$ cat src/rtl/core/gb5_pkg.sv
`timescale 1ns / 1ps

package gb5_pkg;

   // pixel and coordinate widths
   localparam int PIX_W  = 16;
   localparam int COL_W  = 12;
   localparam int ROW_W  = 16;
   localparam int FW_W   = 13;
   localparam int CSR_W  = 16;
   localparam int VSUM_W = 20;
   localparam int HSUM_W = 24;
   localparam int CW     = 19;
   localparam int NSLOT  = 4;
   localparam int NTAP   = 5;

   typedef logic [PIX_W-1:0]         pix_type;
   typedef pix_type [NTAP-1:0]       column_type;
   typedef pix_type [NSLOT-1:0]      slots_type;
   typedef logic [2:0]               idx_type;
   typedef idx_type [NTAP-1:0]       idx_set_type;
   typedef logic [VSUM_W-1:0]        vsum_type;
   typedef vsum_type [NTAP-1:0]      vsum_set_type;
   typedef logic signed [CW-1:0]     coord_type;

   // register indexes of the configuration port
   typedef enum logic [1:0] {
      CSR_FRAME_WIDTH  = 2'd0,
      CSR_FRAME_HEIGHT = 2'd1
   } csr_index_type;

   // result tag travelling with the column sums
   typedef struct packed {
      idx_set_type         wj;
      logic [COL_W-1:0]    col;
      logic [ROW_W-1:0]    row;
      logic                last;
      logic                eof;
   } tag_type;

endpackage

$ cat src/rtl/core/gb5_cell.sv
`timescale 1ns / 1ps

module gb5_cell (
   input  logic                     clock,
   input  logic                     shift_en,
   input  gb5_pkg::column_type      col_in,
   input  gb5_pkg::idx_set_type     wi,
   output gb5_pkg::column_type      col_out,
   output gb5_pkg::vsum_type        vsum
);

   gb5_pkg::column_type col_ff;
   gb5_pkg::vsum_type   p0, p1, p2, p3, p4;

   // one window column, taken from the right-hand neighbour on each transfer
   always_ff @(posedge clock) begin
      if (shift_en) begin
         col_ff <= col_in;
      end
   end

   assign col_out = col_ff;

   // vertical 1 4 6 4 1 sum over the clamped rows
   always_comb begin
      p0 = gb5_pkg::VSUM_W'(col_ff[wi[0]]);
      p1 = gb5_pkg::VSUM_W'(col_ff[wi[1]]);
      p2 = gb5_pkg::VSUM_W'(col_ff[wi[2]]);
      p3 = gb5_pkg::VSUM_W'(col_ff[wi[3]]);
      p4 = gb5_pkg::VSUM_W'(col_ff[wi[4]]);
      vsum = p0 + (p1 << 2) + (p2 << 2) + (p2 << 1) + (p3 << 2) + p4;
   end

endmodule

$ cat config.mk
export PLATFORM = sky130hd
export DESIGN_NAME = gb5_cell
export DESIGN_NICKNAME = d
export VERILOG_FILES = /design/src/rtl/core/gb5_pkg.sv /design/src/rtl/core/gb5_cell.sv
export SDC_FILE = /design/constraint.sdc
export NUM_CORES = 1
export LEC_CHECK = 0
export BUFFER_PORTS_ARGS = -buffer_cell sky130_fd_sc_hd__buf_2
export CORE_MARGIN = 2
export CORE_UTILIZATION = 30
export DETAILED_ROUTE_END_ITERATION = 10
export GPL_ROUTABILITY_DRIVEN = 0
export PLACE_DENSITY = 0.56
export SKIP_LAST_GASP = 1
export SYNTH_ARGS = -nofsm -noshare
export SYNTH_HDL_FRONTEND = slang
export SYNTH_SLANG_ARGS = --single-unit
$ cat constraint.sdc
create_clock -name clock -period 9.7 [get_ports clock]
set_clock_uncertainty 0.2 [all_clocks]
set_input_delay 1.94 -clock clock [delete_from_list [all_inputs] [get_ports clock]]
set_output_delay 1.94 -clock clock [all_outputs]
set_load 0.02 [all_outputs]
# ---- Word-level counts from Yosys, hierarchy flattened
# Index checks and enable logic that the tools add are counted.
dict set report totals {
  register_bits 80
  output_inout_bits 100
  wordCells 25
}
dict set report classes {
  add_sub_neg 5
  order_cmp 5
  muxes 10
}
# cell n
set ops {}
lappend ops {{$bmux 16 s3} 5}
lappend ops {{$mux 16} 5}
lappend ops {{$add 19x18->20} 1}
lappend ops {{$add 20x16->20} 1}
lappend ops {{$add 20x17->20} 1}
lappend ops {{$add 20x18->20} 1}
lappend ops {{$lt 3x4->1 const B} 5}
lappend ops {{$add 16x18->19} 1}

# ---- Depth between registers and ports, before layout
dict set report logic_depth {
  word_depth 7
  ltp_mapped 19
  depth_no_buf 18
}

# ---- Worst setup path after synthesis
# Ideal clock, no wire load.
dict set report synth_path {
  path_type {input port to output port}
  start {input wi[6] (netlist name)}
  end {output vsum[19]}
  arrival_ps 6282
  required_time_ps 7560
  slack_ps 1278
  cell_stages 18
  cell_sequence {buf_2 > nor2b_1 > clkbuf_1 > a21oi_1 > o22a_1 > fa_1 > inv_1 > fa_1 > inv_1 > fa_1 > inv_1 > fa_1 > a21o_1 > a221oi_2 > o21ai_2 > a31oi_4 > a21oi_1 > xor2_1}
}
dict set report synth_via {
  elab_chain_len 6
}
# element line_no
set synth_rtl {}
lappend synth_rtl {{start: declaration} gb5_cell.sv:7} ;# input gb5_pkg::idx_set_type wi,
lappend synth_rtl {{$bmux 16 s3 *} gb5_cell.sv:28} ;# p2 = gb5_pkg::VSUM_W'(col_ff[wi[2]]);
lappend synth_rtl {{$mux 16 (not written as such) *} gb5_cell.sv:28}
lappend synth_rtl {{$add 19x18->20} gb5_cell.sv:31} ;# vsum = p0 + (p1 << 2) + (p2 << 2) + (p2 << 1) + (p3 << 2) + p4;
lappend synth_rtl {{$add 20x17->20 *} gb5_cell.sv:31}
lappend synth_rtl {{$add 20x18->20 *} gb5_cell.sv:31}
lappend synth_rtl {{$add 20x16->20 *} gb5_cell.sv:31}
lappend synth_rtl {{end: declaration} gb5_cell.sv:9} ;# output gb5_pkg::vsum_type vsum
# Mark *: on every way between the ends. The rest lies on a longest branch, timed or not. The select of a mux whose other input is x is not followed.

# ---- Worst setup path after layout
dict set report layout_path {
  start {input wi[7] (netlist name)}
  end {output vsum[19]}
}
# The elaborated chain is that of the path after synthesis.

==> run_results.csv <==
group,metric,value,unit
routing,drt_wl_total,26.1,mm
sta,setup_ws,0.664,ns
synthesis,avgSynthCellArea,10.6,µm²
global_routing,antenna_found_initial,0,
synthesis,syn_inst,745,
power_and_ir_drop,ir_drop,0.000159,V
power_and_ir_drop,cellInternalPower,1.28,mW
clocking,post_cts_buffers,0,
sta,holdWs,1.55,ns
clocking,htree_num_levels,3,
run,max_cap_violations,0,
global_routing,first_global_vias,6789,
die,die_y,166,µm
sta,slew_violations,0,
power_and_ir_drop,p_switching,1.24,mW
clocking,clockBufferDepth,2,
synthesis,yosysWarnings,0,
layout,largest_reg_flops,80,
placement,dpl-instance-area,9260,µm²
sta,tightest_slew,1.08,ns
placement,dp_slack,0.696,ns
die,start_util,30.4,%
global_routing,grt_pass1_wl,40.1,mm
clocking,cts_root_buf,"clkbuf_16",
sta,period_share,93.2,%
sta,rsz0062_at_grt,"no",
layout,syn2layout_area_growth,21.7,%
layout,design_area,9590,µm²
power_and_ir_drop,switching_share,49.2,%
layout,drive_gt1_share,27.9,%
critical_path,cp_data_arrival_time,6.90,ns
global_routing,grt.overflow.total,0,
routing,dr_total_vias,6565,
worst_hold_path,hold_path.class,"in -> reg",
sta,layout_min_cycle_time,9.04,ns
layout,diodes,0,
power_and_ir_drop,combPwrFrac,66.2,%
worst_hold_path,hp-start,"col_in[11]",
die,die_width,166,µm
layout,n_fill_cell,2608,
clocking,tritoncts,"built",
routing,vias_per_cell,5.18,
clocking,hold_buffers,0,
sta,hold_viol,0,
clocking,ctsResizeCount,0,
power_and_ir_drop,seq_power_share,18.5,%
clocking,path_clk_slew,0.07,ns
critical_path,crit_path_max_fanout,18,
status,status,"finished clean",
routing,antenna_left,0,
routing,drc_errors,0,
routing,avgRoutedWirePerCell,20.6,µm
routing,first_iter_violations,545,
die,die_area,27600,µm²
critical_path,crit_type,"in -> out",
power_and_ir_drop,p_leak,4.46,nW
global_routing,grt_util_all_layers,19.0,%
critical_path,crit_required,7.56,ns
routing,first_pass_iters,5,
sta,max_freq,111,MHz
die,coreArea,25900,µm²
synthesis,syn-cell-area,7880,µm²
worst_hold_path,hold_path_end,"col_out[11]",
sta,setup_viol,0,
layout,instances_no_fill,1267,
synthesis,ys_seq_area_share,30.5,%
worst_hold_path,hold_depth,1,
placement,dp_hpwl,19.9,mm
die,io_pins,197,
sta,tns,0,ns
clocking,numCtsBuffers,9,
critical_path,worst_setup_path_end_kind,"output pin",
power_and_ir_drop,totalPowerFinal,2.53,mW
power_and_ir_drop,pwr-share-clk,15.3,%
placement,port_buffers,196,
power_and_ir_drop,cellPowerDensity,264,nW/µm²
synthesis,synth_nets,925,
clocking,cts.sinks,80,
die,core.rowCount,59,
critical_path,start_kind,"primary input",
synthesis,synth.distinct_cells,38,
placement,dp_cells,1251,
layout,postLayoutCoreUtil,37.0,%
layout,nets,1107,
global_routing,grt_max_degree,81,
synthesis,synth-seq-cells,80,
sta,slew-limit-headroom,28.0,%
-- routing by layer --
metal  track usage, %  vias to the layer above  share of wire (%)
li1                 -                     3038                  -
met1             25.3                     3245                 45
met2             30.9                      250                 47
met3             4.27                       32                6.4
met4             5.67                        0                1.6
met5                0                        -                  0
-- logic make-up (layout without fill, tap and decap cells) --
group	Yosys count	in the layout	synth area share [%]
compound gates	181	181	15.7
buf+inv	146	333	7.27
mux	143	143	20.9
simple gates	99	99	5.19
fa+ha+maj	83	83	19.0
flops	80	80	30.5
xor+xnor	13	13	1.45
-- how the worst max path moves through the flow --
stage	from	endpoint	slack [ns]	depth (start not counted)
final	wi[7]	vsum[19]	0.66	17
after global routing	wi[7]	vsum[19]	0.40	17
after CTS	wi[7]	vsum[19]	0.68	17
after detailed placement	wi[7]	vsum[19]	0.70	17
after global placement	wi[7]	vsum[19]	0.77	17
after floorplan	wi[6]	vsum[19]	1.28	18
-- worst max-delay path, stage by stage --
cell and delay [ns]:
buf_2 0.37, nand2b_1 0.46, o22a_1 0.41, fa_1 0.51
inv_1 0.05, fa_1 0.56, fa_1 0.43, ha_1 0.27
fa_1 0.47, a21o_1 0.22, a221oi_2 0.25, buf_4 0.18
o21ai_2 0.10, a31oi_4 0.25, a21oi_1 0.11, xor2_1 0.14
buf_2 0.18
-- cells in the mapped netlist --
library cell  instances  area share, %
a31oi_1               2           0.16
a22oi_1              15            1.4
ha_1                 22            3.5
nor2_1               73            3.5
a21o_1                7           0.67
o21ai_0               7           0.44
or4_1                 1          0.095
o21ai_2               1           0.11
a211oi_1              3           0.29
a21oi_1              71            4.5
o21a_1                1          0.095
clkinv_1              1          0.048
a221oi_2              1           0.19
inv_1                95            4.5
xor2_1                6           0.67
a31oi_4               1           0.27
buf_2                20            1.3
mux2i_1             126             16
nand3_1               3           0.19
buf_1                 1          0.048
xnor2_1               7           0.78
o2bb2ai_1             1           0.11
a22o_1                1           0.11
and3_2                1          0.095
nor2b_1               6           0.48
o21ai_1               3           0.19
edfxtp_1             80             30
clkbuf_1             29            1.4
a221oi_1              1           0.11
a311oi_1              1           0.11
o21ba_2               1           0.13
nand2b_1              4           0.32
o22a_1               54            6.0
nor3_1                1          0.063
nand2_1              10           0.48
fa_1                 61             16
mux4_2               17            4.9
o22ai_1              10           0.79
-- cell type report --
class	instances	area [µm²]	area share, %
clock buffers	9	225	2.35
multi-input cells	519	4910	51.2
well taps	335	419	4.37
inverters	96	360	3.76
clock inverters	7	101	1.06
repair buffers	221	1170	12.2
flip-flops and latches	80	2400	25.1
-- power groups by stage --
| stage | sequential (mW) | clock, mW | combinational, mW |
|---|---|---|---|
| 6_report | 0.468 | 0.387 | 1.67 |
| 2_1_floorplan | 0.485 | 0 | 1.16 |
| 5_1_grt | 0.473 | 0.412 | 1.86 |
| 3_5_place_dp | 0.475 | 0 | 1.69 |
| 4_1_cts | 0.467 | 0.401 | 1.69 |
| 3_3_place_gp | 0.475 | 0 | 1.68 |
-- cells in the final DEF (no fill, tap or decap), drive strengths merged, types with 4 or more instances in the layout --
master	instances
nand2b	4
nor2	73
edfxtp	80
mux2i	126
a21o	7
xor2	6
inv	98
o21ai	11
nand2	10
xnor2	7
nor2b	6
o22a	54
a21oi	71
a22oi	15
ha	22
o22ai	10
mux4	17
buf	221
fa	61
clkbuf	9
No activity file was read; power rests on OpenSTA's default activity.
