### src/rtl/core/gb5_pkg.sv
`timescale 1ns / 1ps

package gb5_pkg;

   // pixel and coordinate widths
   localparam int PIX_W  = 16;
   localparam int COL_W  = 12;
   localparam int ROW_W  = 16;
   localparam int FW_W   = 13;
   localparam int CSR_W  = 16;
   localparam int VSUM_W = 20;
   localparam int HSUM_W = 24;
   localparam int CW     = 19;
   localparam int NSLOT  = 4;
   localparam int NTAP   = 5;

   typedef logic [PIX_W-1:0]         pix_type;
   typedef pix_type [NTAP-1:0]       column_type;
   typedef pix_type [NSLOT-1:0]      slots_type;
   typedef logic [2:0]               idx_type;
   typedef idx_type [NTAP-1:0]       idx_set_type;
   typedef logic [VSUM_W-1:0]        vsum_type;
   typedef vsum_type [NTAP-1:0]      vsum_set_type;
   typedef logic signed [CW-1:0]     coord_type;

   // register indexes of the configuration port
   typedef enum logic [1:0] {
      CSR_FRAME_WIDTH  = 2'd0,
      CSR_FRAME_HEIGHT = 2'd1
   } csr_index_type;

   // result tag travelling with the column sums
   typedef struct packed {
      idx_set_type         wj;
      logic [COL_W-1:0]    col;
      logic [ROW_W-1:0]    row;
      logic                last;
      logic                eof;
   } tag_type;

endpackage

### src/rtl/core/gb5_kernel.sv
`timescale 1ns / 1ps

module gb5_kernel (
   input  logic                          clock,
   input  logic                          reset,
   input  logic                          issue_valid,
   output logic                          issue_ready,
   input  gb5_pkg::vsum_set_type         col_sums,
   input  gb5_pkg::tag_type              issue_tag,
   output logic                          rsp_valid,
   input  logic                          rsp_ready,
   output logic [gb5_pkg::PIX_W-1:0]     rsp_pixel_out,
   output logic [gb5_pkg::COL_W-1:0]     rsp_out_col,
   output logic [gb5_pkg::ROW_W-1:0]     rsp_out_row,
   output logic                          rsp_last_of_run,
   output logic                          rsp_end_of_frame
);

   logic                    s1_v_ff, s1_v_in;
   gb5_pkg::vsum_set_type   s1_sum_ff;
   gb5_pkg::tag_type        s1_tag_ff;
   logic                    out_v_ff, out_v_in;
   logic                    out_en;
   logic [gb5_pkg::HSUM_W-1:0] hsum, hround;
   logic [gb5_pkg::HSUM_W-1:0] h0, h1, h2, h3, h4;

   assign out_en      = !out_v_ff || rsp_ready;
   assign issue_ready = !s1_v_ff || out_en;
   assign s1_v_in     = issue_ready ? issue_valid : s1_v_ff;
   assign out_v_in    = out_en ? s1_v_ff : out_v_ff;

   // control state
   always_ff @(posedge clock) begin
      if (reset) begin
         s1_v_ff  <= 1'b0;
         out_v_ff <= 1'b0;
      end else begin
         s1_v_ff  <= s1_v_in;
         out_v_ff <= out_v_in;
      end
   end

   // pick the clamped columns out of the cell sums
   always_ff @(posedge clock) begin
      if (issue_ready) begin
         for (int j = 0; j < gb5_pkg::NTAP; j++) begin
            s1_sum_ff[j] <= col_sums[issue_tag.wj[j]];
         end
         s1_tag_ff <= issue_tag;
      end
   end

   // horizontal 1 4 6 4 1 sum, rounded to nearest
   always_comb begin
      h0 = gb5_pkg::HSUM_W'(s1_sum_ff[0]);
      h1 = gb5_pkg::HSUM_W'(s1_sum_ff[1]);
      h2 = gb5_pkg::HSUM_W'(s1_sum_ff[2]);
      h3 = gb5_pkg::HSUM_W'(s1_sum_ff[3]);
      h4 = gb5_pkg::HSUM_W'(s1_sum_ff[4]);
      hsum   = h0 + (h1 << 2) + (h2 << 2) + (h2 << 1) + (h3 << 2) + h4;
      hround = hsum + gb5_pkg::HSUM_W'(128);
   end

   // output register
   always_ff @(posedge clock) begin
      if (out_en && s1_v_ff) begin
         rsp_pixel_out    <= hround[gb5_pkg::HSUM_W-1:8];
         rsp_out_col      <= s1_tag_ff.col;
         rsp_out_row      <= s1_tag_ff.row;
         rsp_last_of_run  <= s1_tag_ff.last;
         rsp_end_of_frame <= s1_tag_ff.eof;
      end
   end

   assign rsp_valid = out_v_ff;

endmodule

### config.mk
export PLATFORM = sky130hd
export DESIGN_NAME = gb5_kernel
export DESIGN_NICKNAME = d
export VERILOG_FILES = /design/src/rtl/core/gb5_pkg.sv /design/src/rtl/core/gb5_kernel.sv
export SDC_FILE = /design/constraint.sdc
export NUM_CORES = 1
export LEC_CHECK = 0
export ABC_CLOCK_PERIOD_IN_PS = 12330
export BUFFER_PORTS_ARGS = -buffer_cell sky130_fd_sc_hd__clkbuf_2
export CAP_MARGIN = 20
export CORE_MARGIN = 8
export CORE_UTILIZATION = 31
export CTS_CLUSTER_DIAMETER = 100
export DETAILED_ROUTE_END_ITERATION = 6
export GPL_ROUTABILITY_DRIVEN = 0
export PLACE_DENSITY = 0.58
export RECOVER_POWER = 50
export SKIP_LAST_GASP = 1
export SYNTH_ARGS = -nofsm -noshare
export SYNTH_HDL_FRONTEND = slang
export SYNTH_SLANG_ARGS = --single-unit
### constraint.sdc
create_clock -name clock -period 12.33 [get_ports clock]
set_input_delay 2.466 -clock clock [delete_from_list [all_inputs] [get_ports clock]]
set_output_delay 2.466 -clock clock [all_outputs]
set_load 0.1 [all_outputs]
# Word level (Yosys, flattened, before mapping)

Index checks and enable logic that the tools add are counted.

$add $sub $neg: 6
Magnitude comparators: 5
Mux-type cells: 10
Reductions and logical operators: 5

Operators with widths:

| cell                                                                         | number |
|---|---|
| 20-bit binary-select mux with 3-bit select                                   | 5 |
| 20-bit 2-to-1 mux                                                            | 5 |
| 23-bit by 22-bit adder with 24-bit output                                    | 1 |
| 24-bit by 20-bit adder with 24-bit output                                    | 1 |
| 24-bit by 21-bit adder with 24-bit output                                    | 1 |
| 24-bit by 22-bit adder with 24-bit output                                    | 1 |
| 24-bit by 8-bit adder with 24-bit output, second input constant              | 1 |
| 20-bit by 22-bit adder with 23-bit output                                    | 1 |
| 3-bit by 4-bit less-than comparator with 1-bit output, second input constant | 5 |
| 1-bit zero test                                                              | 2 |
| 1-bit logical OR                                                             | 2 |
| 1-bit logical AND                                                            | 1 |

Bits in registers: 178
Input bits: 149
Output and inout bits: 48
Logic and storage cells: 42

# Longest topological paths before layout

Word-level depth: 6
Gate-level depth with buffers: 16
Depth with buffers taken out: 15

# Worst setup path before layout

OpenSTA, ideal clock, no wires.

Path kind: input-to-output
Start point: input rsp_ready
End point: output issue_ready
Arrival time: 5.879 ns
Data required time: 9.864 ns
Setup slack: 3.985 ns
Cell stages on the path: 2
Path buffers: 0
Cells stage by stage: nor2b_1 > nand2_1

Cells in the longest elaborated chain, start to end: 2

RTL lines:

| element            | line             | RTL |
|---|---|---|
| start: declaration | gb5_kernel.sv:11 | `input logic rsp_ready,` |
| 1-bit logical OR   | gb5_kernel.sv:27 | `assign out_en = !out_v_ff \|\| rsp_ready;` |
| 1-bit logical OR   | gb5_kernel.sv:28 | `assign issue_ready = !s1_v_ff \|\| out_en;` |
| end: declaration   | gb5_kernel.sv:7  | `output logic issue_ready,` |

Every way passes these cells.

# Worst setup path after layout

Same ends and word-level chain as after synthesis.

==> impl_metrics.json <==
{
  "status": "finished, violations left",
  "violations": "max-capacitance violations, max-slew violations",
  "seq_area_um2": 5330,
  "synth_area_per_cell_um2": 11.0,
  "clock_path_buffers": 2,
  "dieArea_um2": 46900,
  "finalSetupViolCount": 0,
  "synth_cell_types": 49,
  "hold_class": "reg -> reg",
  "dr.pass1.iters": 5,
  "ir_worst_vdd_mv": 0.118,
  "hold_viol": 0,
  "grt_usage_pct": 15.4,
  "synth-seq-area-share_pct": 42.7,
  "tns_ps": 0,
  "critPathCaptureType": "primary output",
  "yosysMostFrequentCell": "mux2i_1",
  "antenna_found_initial": 0,
  "hold_buffers": 0,
  "rr_endpoint": "rsp_pixel_out[13]",
  "nets": 1553,
  "slew_headroom_pct": -89.2,
  "dieHeight_um": 217,
  "hold_slack_ps": 421,
  "whs_endpoint": "rsp_out_col[4]",
  "synth_edf_count": 176,
  "clk_pin_slew_worst_paths_ps": 70,
  "netlist_top_cells_count": "198 x mux2i_1, 176 x edfxtp_1, 131 x inv_1",
  "critPathLaunchType": "input port",
  "ios": 197,
  "p_per_area_nw_per_um2": 213,
  "clk_latency_ps": 450,
  "skew_ps": 11.8,
  "drv_slew": 184,
  "wirelength_mm": 37.1,
  "min_path_cells": 0,
  "vias_per_cell": 5.11,
  "p_leak_nw": 6.38,
  "yosys.area.top_type_share_pct": 42.3,
  "drive_gt1_share_pct": 16.5,
  "numCtsBuffers": 17,
  "first_iter_violations": 914,
  "synth_seq_cells": 178,
  "rsz0062_at_grt": "no",
  "hp-start": "s1_tag_ff[22]",
  "core_area_um2": 39700,
  "vias": 9337,
  "multi_input_area_um2": 6380,
  "synth_nets": 1397,
  "drcViolationCount": 0,
  "core.rowCount": 73,
  "die-width_um": 217,
  "syn-cell-area_um2": 12500,
  "area_growth_pct": 16.3,
  "grt_first_pass_wirelength_mm": 56.3,
  "critPathMaxFanout": 52,
  "post_cts_buffers": 0,
  "wire_per_inst_um": 20.3,
  "place_hpwl_mm": 26.6,
  "arrival_ps": 5520,
  "grt_overflow": 0,
  "grt_max_degree": 81,
  "fin_crit_ps": 7990,
  "period_share_pct": 64.8,
  "cts_root_buf": "clkbuf_16",
  "crit_type": "in -> out",
  "cts_resized": 0,
  "placed_cell_area_um2": 14000,
  "grt_pass1_vias": 9509,
  "fmax_mhz": 125,
  "cp_data_required_time_ps": 9860,
  "cts_tree": "yes",
  "synth.largest_area_cell": "edfxtp_1",
  "max-cap-violations": 4,
  "h-tree-depth": 4,
  "start_util_pct": 31.4,
  "final_area_um2": 14500,
  "r2r-start": "h2[5]",
  "synth_area_leaders": "edfxtp_1 42%, mux2i_1 16%, fa_1 12%",
  "port_buffers": 196,
  "n_fill_cell": 4045,
  "reg2reg_depth": 13,
  "yosysWarnings": 0,
  "synth_cells": 1133,
  "tightest_slew_ps": 2840,
  "ys.flop_type": "edfxtp_1",
  "detail-route-antenna-nets": 0,
  "clock-sinks": 178,
  "synth-async-reset-ratio_pct": 0,
  "rrSetupSlack_ps": 7980
}
-- how the worst max path moves through the flow --
stage                         start           to  slack, ps  cells past startpoint
after floorplan           rsp_ready  issue_ready       3990                      2
after global placement    rsp_ready  issue_ready       5950                      5
after detailed placement  rsp_ready  issue_ready       5910                      5
after CTS                 rsp_ready  issue_ready       5920                      5
after global routing      rsp_ready  issue_ready       3910                      5
final                     rsp_ready  issue_ready       4340                      5
-- cells by family (layout without fill, tap and decap cells) --
family | after synthesis | count (layout) | share of synthesized area [%]
AOI/OAI and AO/OA | 249 | 249 | 11.7
xor gates and xnor gates | 15 | 15 | 1.05
adders and majority gates | 115 | 115 | 16.2
buffers and inverters | 206 | 375 | 6.43
DFF | 178 | 178 | 42.7
muxes | 199 | 199 | 16.1
other | 0 | 1 | 0
and+or+nand+nor | 171 | 171 | 5.93
-- placed cells by master (no fill, tap or decap), drive strengths merged, types with 12 or more instances in the layout --
cell type  netlist  layout
clkbuf          57     217
mux2i          198     198
edfxtp         176     176
inv            131     137
a21oi          119     119
nor2           110     110
o22ai           99      99
fa              77      77
ha              38      38
nand2           23      23
buf             18      13
xnor2           12      12
o21ai           12      12
-- worst max-delay path: stages --
cell and delay [ps]:
clkbuf_2 80, nor2b_1 100, nand2_4 90, clkbuf_1 2000
clkbuf_2 760
-- metrics by stage --
step	power (W)	setup slack, ps	util, %	instances
2_1_floorplan	0.00212	3990	-	1133
3_3_place_gp	0.00254	5950	35.1	1792
3_5_place_dp	0.00255	5910	35.1	1793
4_1_cts	0.00314	5920	36.7	1825
5_1_grt	0.00333	3910	36.5	1827
6_report	0.00310	4340	36.6	1828
-- routing by layer --
metal	vias up	global-route usage [%]	routed length [um]
met1	4479	21.1	17200
met4	0	5.18	783
met3	57	3.57	2780
met5	-	0	0
met2	444	23.8	16400
li1	4357	-	-
-- area by class of cell --
type / instances / share of cell area, %
multi-input combinational: 749 / 43.9
sequential: 178 / 36.7
timing repair buffer: 212 / 7.34
tap: 525 / 4.52
inverter: 131 / 3.39
clock buffer: 18 / 2.96
clock inverter: 14 / 1.20
antenna: 1 / 0.0172
-- state kept, by name, indices dropped and copies added (netlist names) --
register and cells:
rsp_last_of_run 1, rsp_pixel_out 16, rsp_out_col 12, h2 20
h4 20, s1_tag_ff 30, s1_v_ff 1, h3 20
rsp_end_of_frame 1, rsp_valid 1, h1 20, rsp_out_row 16
h0 20
-- where the power goes --
part	total, W	switching, W	leakage [nW]	internal [W]
registers	0.000832	0.0000327	1.91	0.000799
clock network	0.000572	0.000249	0.293	0.000322
logic	0.00170	0.00111	4.18	0.000585
total	0.00310	0.00139	6.38	0.00171
Power figures use the tool's default switching activity.
